[src/fic_pkg.sv]
// Package for the FIFO-replacement identifier cache: types, constants, cell control.
`timescale 1ns / 1ps
`default_nettype none
package fic_pkg;

	localparam int ID_W        = 32;
	localparam int CAP_W       = 6;
	localparam int OCC_W       = 6;
	localparam int DEPTH_DEF   = 32;
	localparam int MAX_RESULTS = 32;
	localparam int CAP_RESET   = 32;

	// command kinds
	localparam logic KIND_ACCESS = 1'b0;
	localparam logic KIND_DUMP   = 1'b1;

	// register indexes
	localparam logic REG_CAPACITY = 1'b0;

	typedef struct packed {
		logic            kind;
		logic [ID_W-1:0] item_id;
	} cmd_t;

	typedef struct packed {
		logic             hit;
		logic             evicted_valid;
		logic [ID_W-1:0]  evicted_id;
		logic [OCC_W-1:0] occupancy;
		logic             entry_valid;
		logic [ID_W-1:0]  entry_id;
		logic             last;
	} rsp_t;

	typedef enum logic [1:0] {
		OP_HOLD   = 2'd0,
		OP_SHIFT  = 2'd1,
		OP_ROTATE = 2'd2
	} cell_op_t;

	typedef struct packed {
		cell_op_t op;
		logic     vld_d;
	} cell_ctl_t;

	typedef enum logic [1:0] {
		ST_IDLE = 2'b01,
		ST_DUMP = 2'b10
	} state_t;

endpackage
`default_nettype wire

[src/fic_cell.sv]
// One entry cell: holds an identifier and its valid bit, compares against the key.
`timescale 1ns / 1ps
`default_nettype none
module fic_cell (
	input  wire logic                    clk,
	input  wire logic                    arst_n,
	input  wire fic_pkg::cell_ctl_t      ctl,
	input  wire logic [fic_pkg::ID_W-1:0] lo_id,
	input  wire logic [fic_pkg::ID_W-1:0] hi_id,
	input  wire logic [fic_pkg::ID_W-1:0] key,
	output logic      [fic_pkg::ID_W-1:0] id,
	output logic                         match
);

	logic [fic_pkg::ID_W-1:0] id_q;
	logic                     vld_q;

	always_ff @(posedge clk or negedge arst_n) begin
		if (!arst_n) begin
			vld_q <= 1'b0;
		end else if (ctl.op == fic_pkg::OP_SHIFT) begin
			vld_q <= ctl.vld_d;
		end
	end

	always_ff @(posedge clk) begin
		case (ctl.op)
			fic_pkg::OP_SHIFT:  id_q <= lo_id;
			fic_pkg::OP_ROTATE: id_q <= hi_id;
			default:            id_q <= id_q;
		endcase
	end

	assign id    = id_q;
	assign match = vld_q && (id_q == key);

endmodule
`default_nettype wire

[src/fifo_recent_id_cache.sv]
// Top level of the FIFO-replacement identifier cache: cell chain, control, APB register.
// Access: accepted when start & !busy, result on rsp_valid the next cycle; one per idle cycle.
// Dump: busy while the dump state emits the held entries (never when empty: its one beat
//   follows next cycle like an access); beats come one per cycle, the first registered from
//   the dump state entered on accept; the chain rotates one cell per cycle and is restored.
// Results cannot be stalled by the receiver; each beat is shown for exactly one cycle.
// Reset (arst_n low, asynchronous): cache empty, capacity = 32, no result pending.
`timescale 1ns / 1ps
`default_nettype none
module fifo_recent_id_cache #(
	parameter int DEPTH = fic_pkg::DEPTH_DEF
) (
	input  wire logic           clk,
	input  wire logic           arst_n,
	// command side
	input  wire logic           start,
	input  wire fic_pkg::cmd_t  cmd,
	output logic                busy,
	// result side
	output logic                rsp_valid,
	output fic_pkg::rsp_t       rsp,
	// APB config
	input  wire logic           psel,
	input  wire logic           penable,
	input  wire logic           pwrite,
	input  wire logic [2:0]     paddr,
	input  wire logic [31:0]    pwdata,
	output logic      [31:0]    prdata,
	output logic                pready
);

	localparam int CW = $clog2(DEPTH + 1);          // held count width
	localparam int IW = (DEPTH > 1) ? $clog2(DEPTH) : 1;

	// ---------------------------------------------------------------
	// Config register
	// ---------------------------------------------------------------
	logic [fic_pkg::CAP_W-1:0] capacity_q;
	logic                      reg_sel;

	assign pready  = 1'b1;
	assign reg_sel = (paddr[2] == fic_pkg::REG_CAPACITY);

	always_ff @(posedge clk or negedge arst_n) begin
		if (!arst_n) begin
			capacity_q <= fic_pkg::CAP_W'(fic_pkg::CAP_RESET);
		end else if (psel && penable && pwrite && reg_sel) begin
			capacity_q <= pwdata[fic_pkg::CAP_W-1:0];
		end
	end

	assign prdata = reg_sel ? 32'(capacity_q) : 32'd0;

	// ---------------------------------------------------------------
	// Cell chain: cell 0 holds the newest entry, cell count-1 the oldest.
	// Insert shifts toward higher index; dump rotates the occupied cells
	// toward cell 0, with cell 0 wrapping to cell count-1.
	// ---------------------------------------------------------------
	logic [fic_pkg::ID_W-1:0] cell_id    [DEPTH];
	logic [DEPTH-1:0]         cell_match;
	fic_pkg::cell_ctl_t       cell_ctl   [DEPTH];

	logic [CW-1:0]  count_q;
	logic [CW-1:0]  count_d;
	logic [CW-1:0]  k_q;
	fic_pkg::state_t state_q;

	logic accept;
	logic is_access;
	logic hit;
	logic full;
	logic insert;
	logic [7:0] cap_eff;
	logic [IW-1:0] oldest_idx;
	logic dump_step;

	genvar g;
	generate
		for (g = 0; g < DEPTH; g++) begin : g_cell
			logic [fic_pkg::ID_W-1:0] lo_src;
			logic [fic_pkg::ID_W-1:0] hi_src;

			if (g == 0) begin : g_first
				assign lo_src = cmd.item_id;
			end else begin : g_mid
				assign lo_src = cell_id[g-1];
			end

			if (g == DEPTH - 1) begin : g_end
				assign hi_src = cell_id[0];
			end else begin : g_inner
				assign hi_src = (CW'(g) == count_q - 1'b1) ? cell_id[0] : cell_id[g+1];
			end

			fic_cell u_cell (
				.clk   (clk),
				.arst_n(arst_n),
				.ctl   (cell_ctl[g]),
				.lo_id (lo_src),
				.hi_id (hi_src),
				.key   (cmd.item_id),
				.id    (cell_id[g]),
				.match (cell_match[g])
			);
		end
	endgenerate

	// ---------------------------------------------------------------
	// Access decode
	// ---------------------------------------------------------------
	assign busy      = (state_q == fic_pkg::ST_DUMP);
	assign accept    = start && !busy;
	assign is_access = (cmd.kind == fic_pkg::KIND_ACCESS);
	assign hit       = |cell_match;

	// capacity 0 acts as 1, above DEPTH saturates
	always_comb begin
		cap_eff = 8'(capacity_q);
		if (cap_eff == 8'd0) begin
			cap_eff = 8'd1;
		end
		if (cap_eff > 8'(DEPTH)) begin
			cap_eff = 8'(DEPTH);
		end
	end

	assign full       = (8'(count_q) >= cap_eff);
	assign insert     = accept && is_access && !hit;
	assign oldest_idx = IW'(count_q - 1'b1);
	assign dump_step  = (state_q == fic_pkg::ST_DUMP);

	// eviction keeps the count; a plain insert grows it
	assign count_d = (insert && !full) ? count_q + 1'b1 : count_q;

	always_comb begin
		for (int i = 0; i < DEPTH; i++) begin
			cell_ctl[i].op    = fic_pkg::OP_HOLD;
			cell_ctl[i].vld_d = (CW'(i) < count_d);
			if (insert) begin
				cell_ctl[i].op = fic_pkg::OP_SHIFT;
			end else if (dump_step && (CW'(i) < count_q)) begin
				cell_ctl[i].op = fic_pkg::OP_ROTATE;
			end
		end
	end

	// ---------------------------------------------------------------
	// Control: count, dump sequencer
	// ---------------------------------------------------------------
	logic [7:0] n_emit;     // beats a dump emits
	logic       dump_last;
	logic       dump_emit;

	assign n_emit    = (8'(count_q) > 8'(fic_pkg::MAX_RESULTS)) ?
	                   8'(fic_pkg::MAX_RESULTS) : 8'(count_q);
	assign dump_emit = (8'(k_q) < n_emit);
	assign dump_last = (8'(k_q) == n_emit - 8'd1);

	always_ff @(posedge clk or negedge arst_n) begin
		if (!arst_n) begin
			state_q <= fic_pkg::ST_IDLE;
			count_q <= '0;
			k_q     <= '0;
		end else begin
			count_q <= count_d;
			case (state_q)
				fic_pkg::ST_IDLE: begin
					if (accept && !is_access && (count_q != '0)) begin
						state_q <= fic_pkg::ST_DUMP;
						k_q     <= '0;
					end
				end
				fic_pkg::ST_DUMP: begin
					k_q <= k_q + 1'b1;
					if (k_q == count_q - 1'b1) begin
						state_q <= fic_pkg::ST_IDLE;
					end
				end
				default: begin
					state_q <= fic_pkg::ST_IDLE;
				end
			endcase
		end
	end

	// ---------------------------------------------------------------
	// Result register
	// ---------------------------------------------------------------
	fic_pkg::rsp_t rsp_d;

	always_ff @(posedge clk or negedge arst_n) begin
		if (!arst_n) begin
			rsp_valid <= 1'b0;
		end else begin
			rsp_valid <= (accept && (is_access || count_q == '0)) ||
			             (dump_step && dump_emit);
		end
	end

	always_comb begin
		rsp_d = '0;
		if (dump_step) begin
			rsp_d.occupancy   = fic_pkg::OCC_W'(count_q);
			rsp_d.entry_valid = 1'b1;
			rsp_d.entry_id    = cell_id[0];
			rsp_d.last        = dump_last;
		end else if (accept && is_access) begin
			rsp_d.hit           = hit;
			rsp_d.evicted_valid = insert && full;
			rsp_d.evicted_id    = (insert && full) ? cell_id[oldest_idx] : '0;
			rsp_d.occupancy     = fic_pkg::OCC_W'(count_d);
			rsp_d.last          = 1'b1;
		end else begin
			// empty dump: all zero, marked last
			rsp_d.last = 1'b1;
		end
	end

	always_ff @(posedge clk) begin
		rsp <= rsp_d;
	end

endmodule
`default_nettype wire
[config.mk]
export PLATFORM = sky130hd
export DESIGN_NAME = fifo_recent_id_cache
export DESIGN_NICKNAME = d
export VERILOG_FILES = /design/src/fic_pkg.sv /design/src/fic_cell.sv /design/src/fifo_recent_id_cache.sv
export SDC_FILE = /design/constraint.sdc
export NUM_CORES = 2
export LEC_CHECK = 0
export BUFFER_PORTS_ARGS = -buffer_cell sky130_fd_sc_hd__buf_2
export CAP_MARGIN = 10
export CELL_PAD_IN_SITES_DETAIL_PLACEMENT = 0
export CELL_PAD_IN_SITES_GLOBAL_PLACEMENT = 1
export CORE_ASPECT_RATIO = 2
export CORE_UTILIZATION = 34
export CTS_CLUSTER_SIZE = 24
export DETAILED_ROUTE_END_ITERATION = 8
export PLACE_DENSITY_LB_ADDON = 0.1
export SYNTH_ARGS = -nofsm -noshare
export SYNTH_HDL_FRONTEND = slang
export SYNTH_SLANG_ARGS = --single-unit
[constraint.sdc]
create_clock -name clk -period 7.7 [get_ports clk]
set_input_delay 0.77 -clock clk [delete_from_list [all_inputs] [get_ports clk]]
set_output_delay 0.77 -clock clk [all_outputs]
set_load 0.01 [all_outputs]
# --- Word-level counts from Yosys, hierarchy flattened ---
# Cells that the tools add are included.
totals:
  word_cells: 554
  inputBits: 74
  out_inout_bits: 109
  regBits: 1151
classes:
  addsub: 4
  n_eq_ne: 133
  bitwise_logic: 5
  n_lt_le_gt_ge: 69
  n_mux: 143
  reduce_logical: 124
op_table:
  columns: ["op", "count"]
  rows:
  - ["$pmux 32 s2", 32]
  - ["$mux 32", 33]
  - ["$eq 32x32->1", 32]
  - ["$lt 5x6->1 const A", 32]
  - ["$bmux 32 s5", 1]
  - ["$mux 2", 66]
  - ["$lt 4x6->1 const A", 16]
  - ["$eq 5x6->1 const A", 15]
  - ["$logic_and 1x1->1", 76]
  - ["$eq 2x1->1 const B", 33]
  - ["$eq 2x2->1 const B", 33]
  - ["$reduce_bool 2->1", 33]
  - ["$eq 4x6->1 const A", 8]
  - ["$lt 3x6->1 const A", 8]
  - ["$mux 6", 8]
  - ["$mux 33", 1]
  - ["$reduce_or 32->1", 1]
  - ["$eq 3x6->1 const A", 4]
  - ["$lt 1x6->1 const A", 4]
  - ["$lt 2x6->1 const A", 4]
  - ["$logic_not 6->1", 3]
  - ["$add 6x1->6 const B", 2]
  - ["$eq 2x6->1 const A", 2]
  - ["$pmux 6 s2", 1]
  - ["21 further kinds", 30]

# --- Longest topological paths before layout ---
depth:
  ltp_word: 10
  depth_mapped: 16
  mapped_depth_nobuf: 15

# --- Cells and area by module ---
# A second synthesis with hierarchy kept.
unflattened:
  cells_unflattened: 5994
  hier_area_um2: 81725.9
modules_own_cells:
  columns: ["module", "area_each_um2", "seq_area_each_um2", "n_inst", "cells_per_inst"]
  rows:
  - ["fic_cell", 1775.5, 985.9, 32, 119]
  - ["fifo_recent_id_cache", 24911.4, 2009.4, 1, 2186]

# --- Worst setup path before layout ---
# Ideal clock, no wire load.
synth_path:
  path_type: "input -> register"
  start: "in cmd[28] (netlist bit)"
  end: "reg g_cell[24].u_cell.id_q (netlist bit g_cell[24].u_cell.id[0]), enable pin"
  required_time_ns: 7.042
  slack_ns: 2.815
  path_buffers: 5
  arrival_time_ns: 4.227
  path_stages: 14
  setup_ns: 0.658
  path_cell_list: "buf_4 > buf_6 > xor2_1 > or4b_2 > nor4_1 > nand3_1 > nand4_1 > nor4_2 > nand2_2 > or2_1 > buf_2 > buf_2 > clkbuf_1 > o21ai_0"
synth_via:
  elab_chain_cells: 8
  word_cells_on_any_way: 71
  cone_classes: "eq/ne: 34; mux: 1; reduce/logical: 36"
synth_rtl:
  columns: ["element", "line", "text"]
  rows:
  - ["from (decl)", "fifo_recent_id_cache.sv:17", "input wire fic_pkg::cmd_t cmd,"]
  - ["$eq 32x32->1", "fic_cell.sv:35", "assign match = vld_q && (id_q == key);"]
  - ["$logic_and 1x1->1", "fic_cell.sv:35", null]
  - ["$reduce_or 32->1 (*)", "fifo_recent_id_cache.sv:114", "assign hit = |cell_match;"]
  - ["$logic_not 1->1 (*)", "fifo_recent_id_cache.sv:128", "assign insert = accept && is_access && !hit;"]
  - ["$logic_and 1x1->1 (*)", "fifo_recent_id_cache.sv:128", null]
  - ["$mux 2 (*)", "fifo_recent_id_cache.sv:139", "if (insert) begin"]
  - ["$eq 2x2->1 or $eq 2x1->1 (tied branches)", "fic_cell.sv:27", "case (ctl.op)"]
  - ["$reduce_bool 2->1 (no source line) (*)", null, null]
  - ["to (signal assigned)", "fic_cell.sv:28", "fic_pkg::OP_SHIFT: id_q <= lo_id;"]
  - ["to (signal assigned)", "fic_cell.sv:29", "fic_pkg::OP_ROTATE: id_q <= hi_id;"]
  - ["to (signal assigned)", "fic_cell.sv:30", "default: id_q <= id_q;"]
  - ["to (decl)", "fic_cell.sv:15", "logic [fic_pkg::ID_W-1:0] id_q;"]
# Every way passes the cells marked *; elsewhere a longest branch is shown, timed or not.
# A chain may end at the register's enable or synchronous reset.

# --- Worst setup path after layout ---
layout_path:
  start: "reg g_cell[24].u_cell.id_q (netlist bit g_cell[24].u_cell.id[0])"
  end: "reg g_cell[10].u_cell.vld_q"
layout_via:
  elab_chain_cells: 8
  word_cells_on_any_way: 10
  cone_classes: "order compare: 1; eq/ne: 2; mux: 2; reduce/logical: 5"
layout_rtl:
  columns: ["element", "line", "text"]
  rows:
  - ["$eq 32x32->1", "fic_cell.sv:35", null]
  - ["$logic_and 1x1->1", "fic_cell.sv:35", null]
  - ["$reduce_or 32->1", "fifo_recent_id_cache.sv:114", null]
  - ["$logic_not 1->1", "fifo_recent_id_cache.sv:128", null]
  - ["$logic_and 1x1->1", "fifo_recent_id_cache.sv:128", null]
  - ["$logic_and 1x1->1", "fifo_recent_id_cache.sv:133", "assign count_d = (insert && !full) ? count_q + 1'b1 : count_q;"]
  - ["$mux 6", "fifo_recent_id_cache.sv:133", null]
  - ["net count_d[3]", "fifo_recent_id_cache.sv:64", "logic [CW-1:0] count_d;"]
  - ["$lt 4x6->1", "fifo_recent_id_cache.sv:138", "cell_ctl[i].vld_d = (CW'(i) < count_d);"]
  - ["to (signal assigned)", "fic_cell.sv:22", "vld_q <= ctl.vld_d;"]
  - ["to (decl)", "fic_cell.sv:16", "logic vld_q;"]
# The timed path passes the listed nets, and every way through them passes these cells.

==> impl_results.md <==
* Skew final at 38.9 ps
* CTS tree: built
* Utilization after layout at 38.2%
* CP Launch Type: flip-flop
* CP cell instances: xor2_1 > nor4b_1 > nor4b_1 > nand4_1 > nand4_1 > nor4_2 > nand2_2 > buf_4 > nor3_1 > xnor2_1 > nand3_1 > a22o_1
* PortBufs at between 100 and 150
* Iteration-0 DRC Markers at 7350
* Root buffer cell: clkbuf_16
* Cells after DPL at 10300
* CTS Sinks at 1151
* Slack of the critical path at 2300 ps
* Ys async rst share at 4.60%
* HPWL after DPL at 391 mm
* F_max at roughly 190 MHz
* CTS Buf Count at ~140
* Setup_tns at 0 ps
* Pint at 16.0 mW
* Power per Cell Area at 335 mW/mm^2
* Vias per cell at between 6 and 7
* First-pass GRT wire length at 664 mm
* Number of flops mapped to enable cells by yosys at ~1000
* Final worst path period need at 5400 ps
* Crit path from: g_cell[24].u_cell.id[0]$_DFFE_PP_
* Crit end category: flip-flop
* Final period util at 70.1%
* Psw at approximately 14 mW
* Final WL at ~520 mm
* Reg-to-reg endpoint: g_cell[10].u_cell.vld_q$_DFFE_PN0N_
* Sw Ratio at 46.6%
* Multi-input gate area at 0.0436 mm^2
* Post-place setup slack at around 1800 ps
* Crit-path slowest cell: xor2_1
* Count of final hold-check violations at 0
* Post-route ant nets at 0
* Synth top area share at 38.5%
* Seq cells post-synth at 1151
* Largest net degree at the start of global routing at 90
* Grt ovf at 0
* Commonest cells after routing, fill and taps aside: 1024 x edfxtp_1, 929 x mux2i_1, 633 x nor2_1
* Static leakage power at a little under 30 nW
* Wire length per cell at 48.4 um
* H-Tree Depth at 4
* Post-synthesis sequential area ratio at 42.0%
* Ys flop type: edfxtp_1
* DRC errors left at 0
* Worst Max-Slew Pin Slew at 1370 ps
* Share of layout cells above drive strength 1 at 16.1%
* First-pass DRT Iterations at 6
* Area growth syn-to-layout at 11.9%
* GRT Total Usage at between 40% and 50%
* Outcome: finished clean
* Synth warn at 0
* CP arrival at 6140 ps
* R2r startpoint: g_cell[24].u_cell.id[0]$_DFFE_PP_
* Post-CTS resize count at 0
* Cells after Synth at 7472
* Tightest Hold Check Type: input pin to asynchronous set/reset pin
* Mean post-synth cell area at 10.7 um^2
* Yosys cell types at 80
* Commonest non-fill, non-tap cell in the layout: edfxtp_1
* Slowest Stage Delay on Critical Path at 1020 ps
* Total Power at about 30 mW
* Ports at 183
* Post CTS Setup Buffer Count at 0
* Yosys top cell by area: edfxtp_1
* Crit Path Class: flip-flop to flip-flop
* FP Rows at ~250
* Worst Path Required at about 8400 ps
* VDD IR-drop max at ~0.36 mV
* Clk pwr share at 23.7%
* Final setup viols at 0
* Crit Path Max Fanout at 13
* RSZ-0062 raised after global routing: no
* Slew Viols, Final at 0
* Placer Congestion at 1.04
* Worst-path clk slew at 70 ps
* Top cells by area, synth: edfxtp_1 39%, mux2i_1 12%, mux4_2 9.0%
* Horiz. Die Dim at 345 um
* R2R Setup Slk at approximately 2300 ps
* Hold_buf cts at 0
* Nets at roughly 7500
* Vias in the first global route at ~64000
* Clk buf depth at 4
* Number of max-cap violations at 0
* Core area at 0.234 mm^2
* Worst-Skew Late Latency at 860 ps
* Min Hold Slack at 4.67 ps
* Final Instance Area at between 0.08 and 0.09 mm^2
* Starting Density at 34.2%
* FF/Latch Area at 0.0336 mm^2
* Initial antenna violation count at 60
* Die Height at ~700 um
* Worst r2r path cells at 12
* Combinational Power Share at 46.7%
* Reg power frac at 29.6%
* Vias at 66900
* Finished Layout Cells at about 11000
* Placed Area at between 0.08 and 0.09 mm^2
* Max_slew headroom at 7.99%
* Synth Cell Area at 0.0798 mm^2
* Fillers at 23600
* Die area at 0.237 mm^2
[cells by family after synthesis]
family / count (synthesis) / synth area share, %
AOI/OAI and AO/OA: 1116 / 7.28
muxes: 1351 / 22.1
DFF: 1151 / 42.0
adders and majority gates: 21 / 0.329
xor gates and xnor gates: 1034 / 11.4
other: 2 / 0.00941
and+or+nand+nor: 2077 / 12.6
buffers and inverters: 720 / 4.31
[state kept, by name, summed over array words and instances, names as in the netlist]
name / cells
g_cell.u_cell.vld_q: 32
g_cell.u_cell.id: 1024
capacity_q: 6
rsp: 74
k_q: 6
count_q: 6
state_q: 2
rsp_valid: 1
[cell type report]
cell class	instances	area share, %
inverter	30	0.126
multi-input combinational	5626	48.8
antenna	143	0.401
sequential	1151	37.6
tap	3036	4.25
clock buffer	185	4.41
timing repair buffer	457	3.77
clock inverter	60	0.630
[cells in the mapped netlist, drive strengths merged, types with 21 or more instances]
cell type / instances
dfrtp: 51
mux2i: 929
nand3: 68
nand4: 222
and2: 35
dfxtp: 74
buf: 246
a21oi: 638
clkbuf: 444
inv: 29
ha: 21
nor4b: 23
mux4: 320
nor4: 264
nand4b: 26
nor2: 672
edfxtp: 1024
nor3: 74
nand2b: 36
xor2: 542
o21ai: 409
xnor2: 492
mux2: 102
nand2: 565
[critical path: cells and delay by family, from the launching register on]
| kind | cells | cell delay, ps |
|---|---|---|
| AO/OA/AOI/OAI | 1 | 250 |
| buffers and inverters | 1 | 210 |
| AND/OR/NAND/NOR | 8 | 2830 |
| flip-flops | 1 | 560 |
| XOR/XNOR | 2 | 1380 |
[routing by layer]
metal  part of all wire (%)  GRT usage [%]  vias to the layer above  wire, um
li1                       -              -                    27600         -
met1                     31           41.6                    33900    161000
met2                     48           71.2                     3887    250000
met3                    6.5           8.61                     1512     33700
met4                     14           50.8                       16     72700
met5                  0.020         0.0625                        -       106
[how the worst max path moves through the flow]
| stage | end | slack, ps | cells past startpoint |
|---|---|---|---|
| global placement | g_cell[12].u_cell.id[16]$_DFFE_PP_ | 1810 | 14 |
| finish | g_cell[10].u_cell.vld_q$_DFFE_PN0N_ | 2300 | 12 |
| floorplan | g_cell[24].u_cell.id[0]$_DFFE_PP_ | 2820 | 14 |
| detailed placement | g_cell[12].u_cell.id[26]$_DFFE_PP_ | 1800 | 14 |
| global route | g_cell[8].u_cell.id[22]$_DFFE_PP_ | 2580 | 10 |
| CTS | g_cell[12].u_cell.id[16]$_DFFE_PP_ | 2500 | 11 |
[power by group through the flow]
stage	logic, mW	registers (mW)	clock network (mW)
floorplan	6.72	8.31	0
CTS	13.4	8.82	7.13
detailed placement	13.3	8.95	0
global placement	13.3	8.94	0
global route	13.8	8.88	7.27
finish	14.0	8.86	7.08
(Power assumes the default switching activity.)
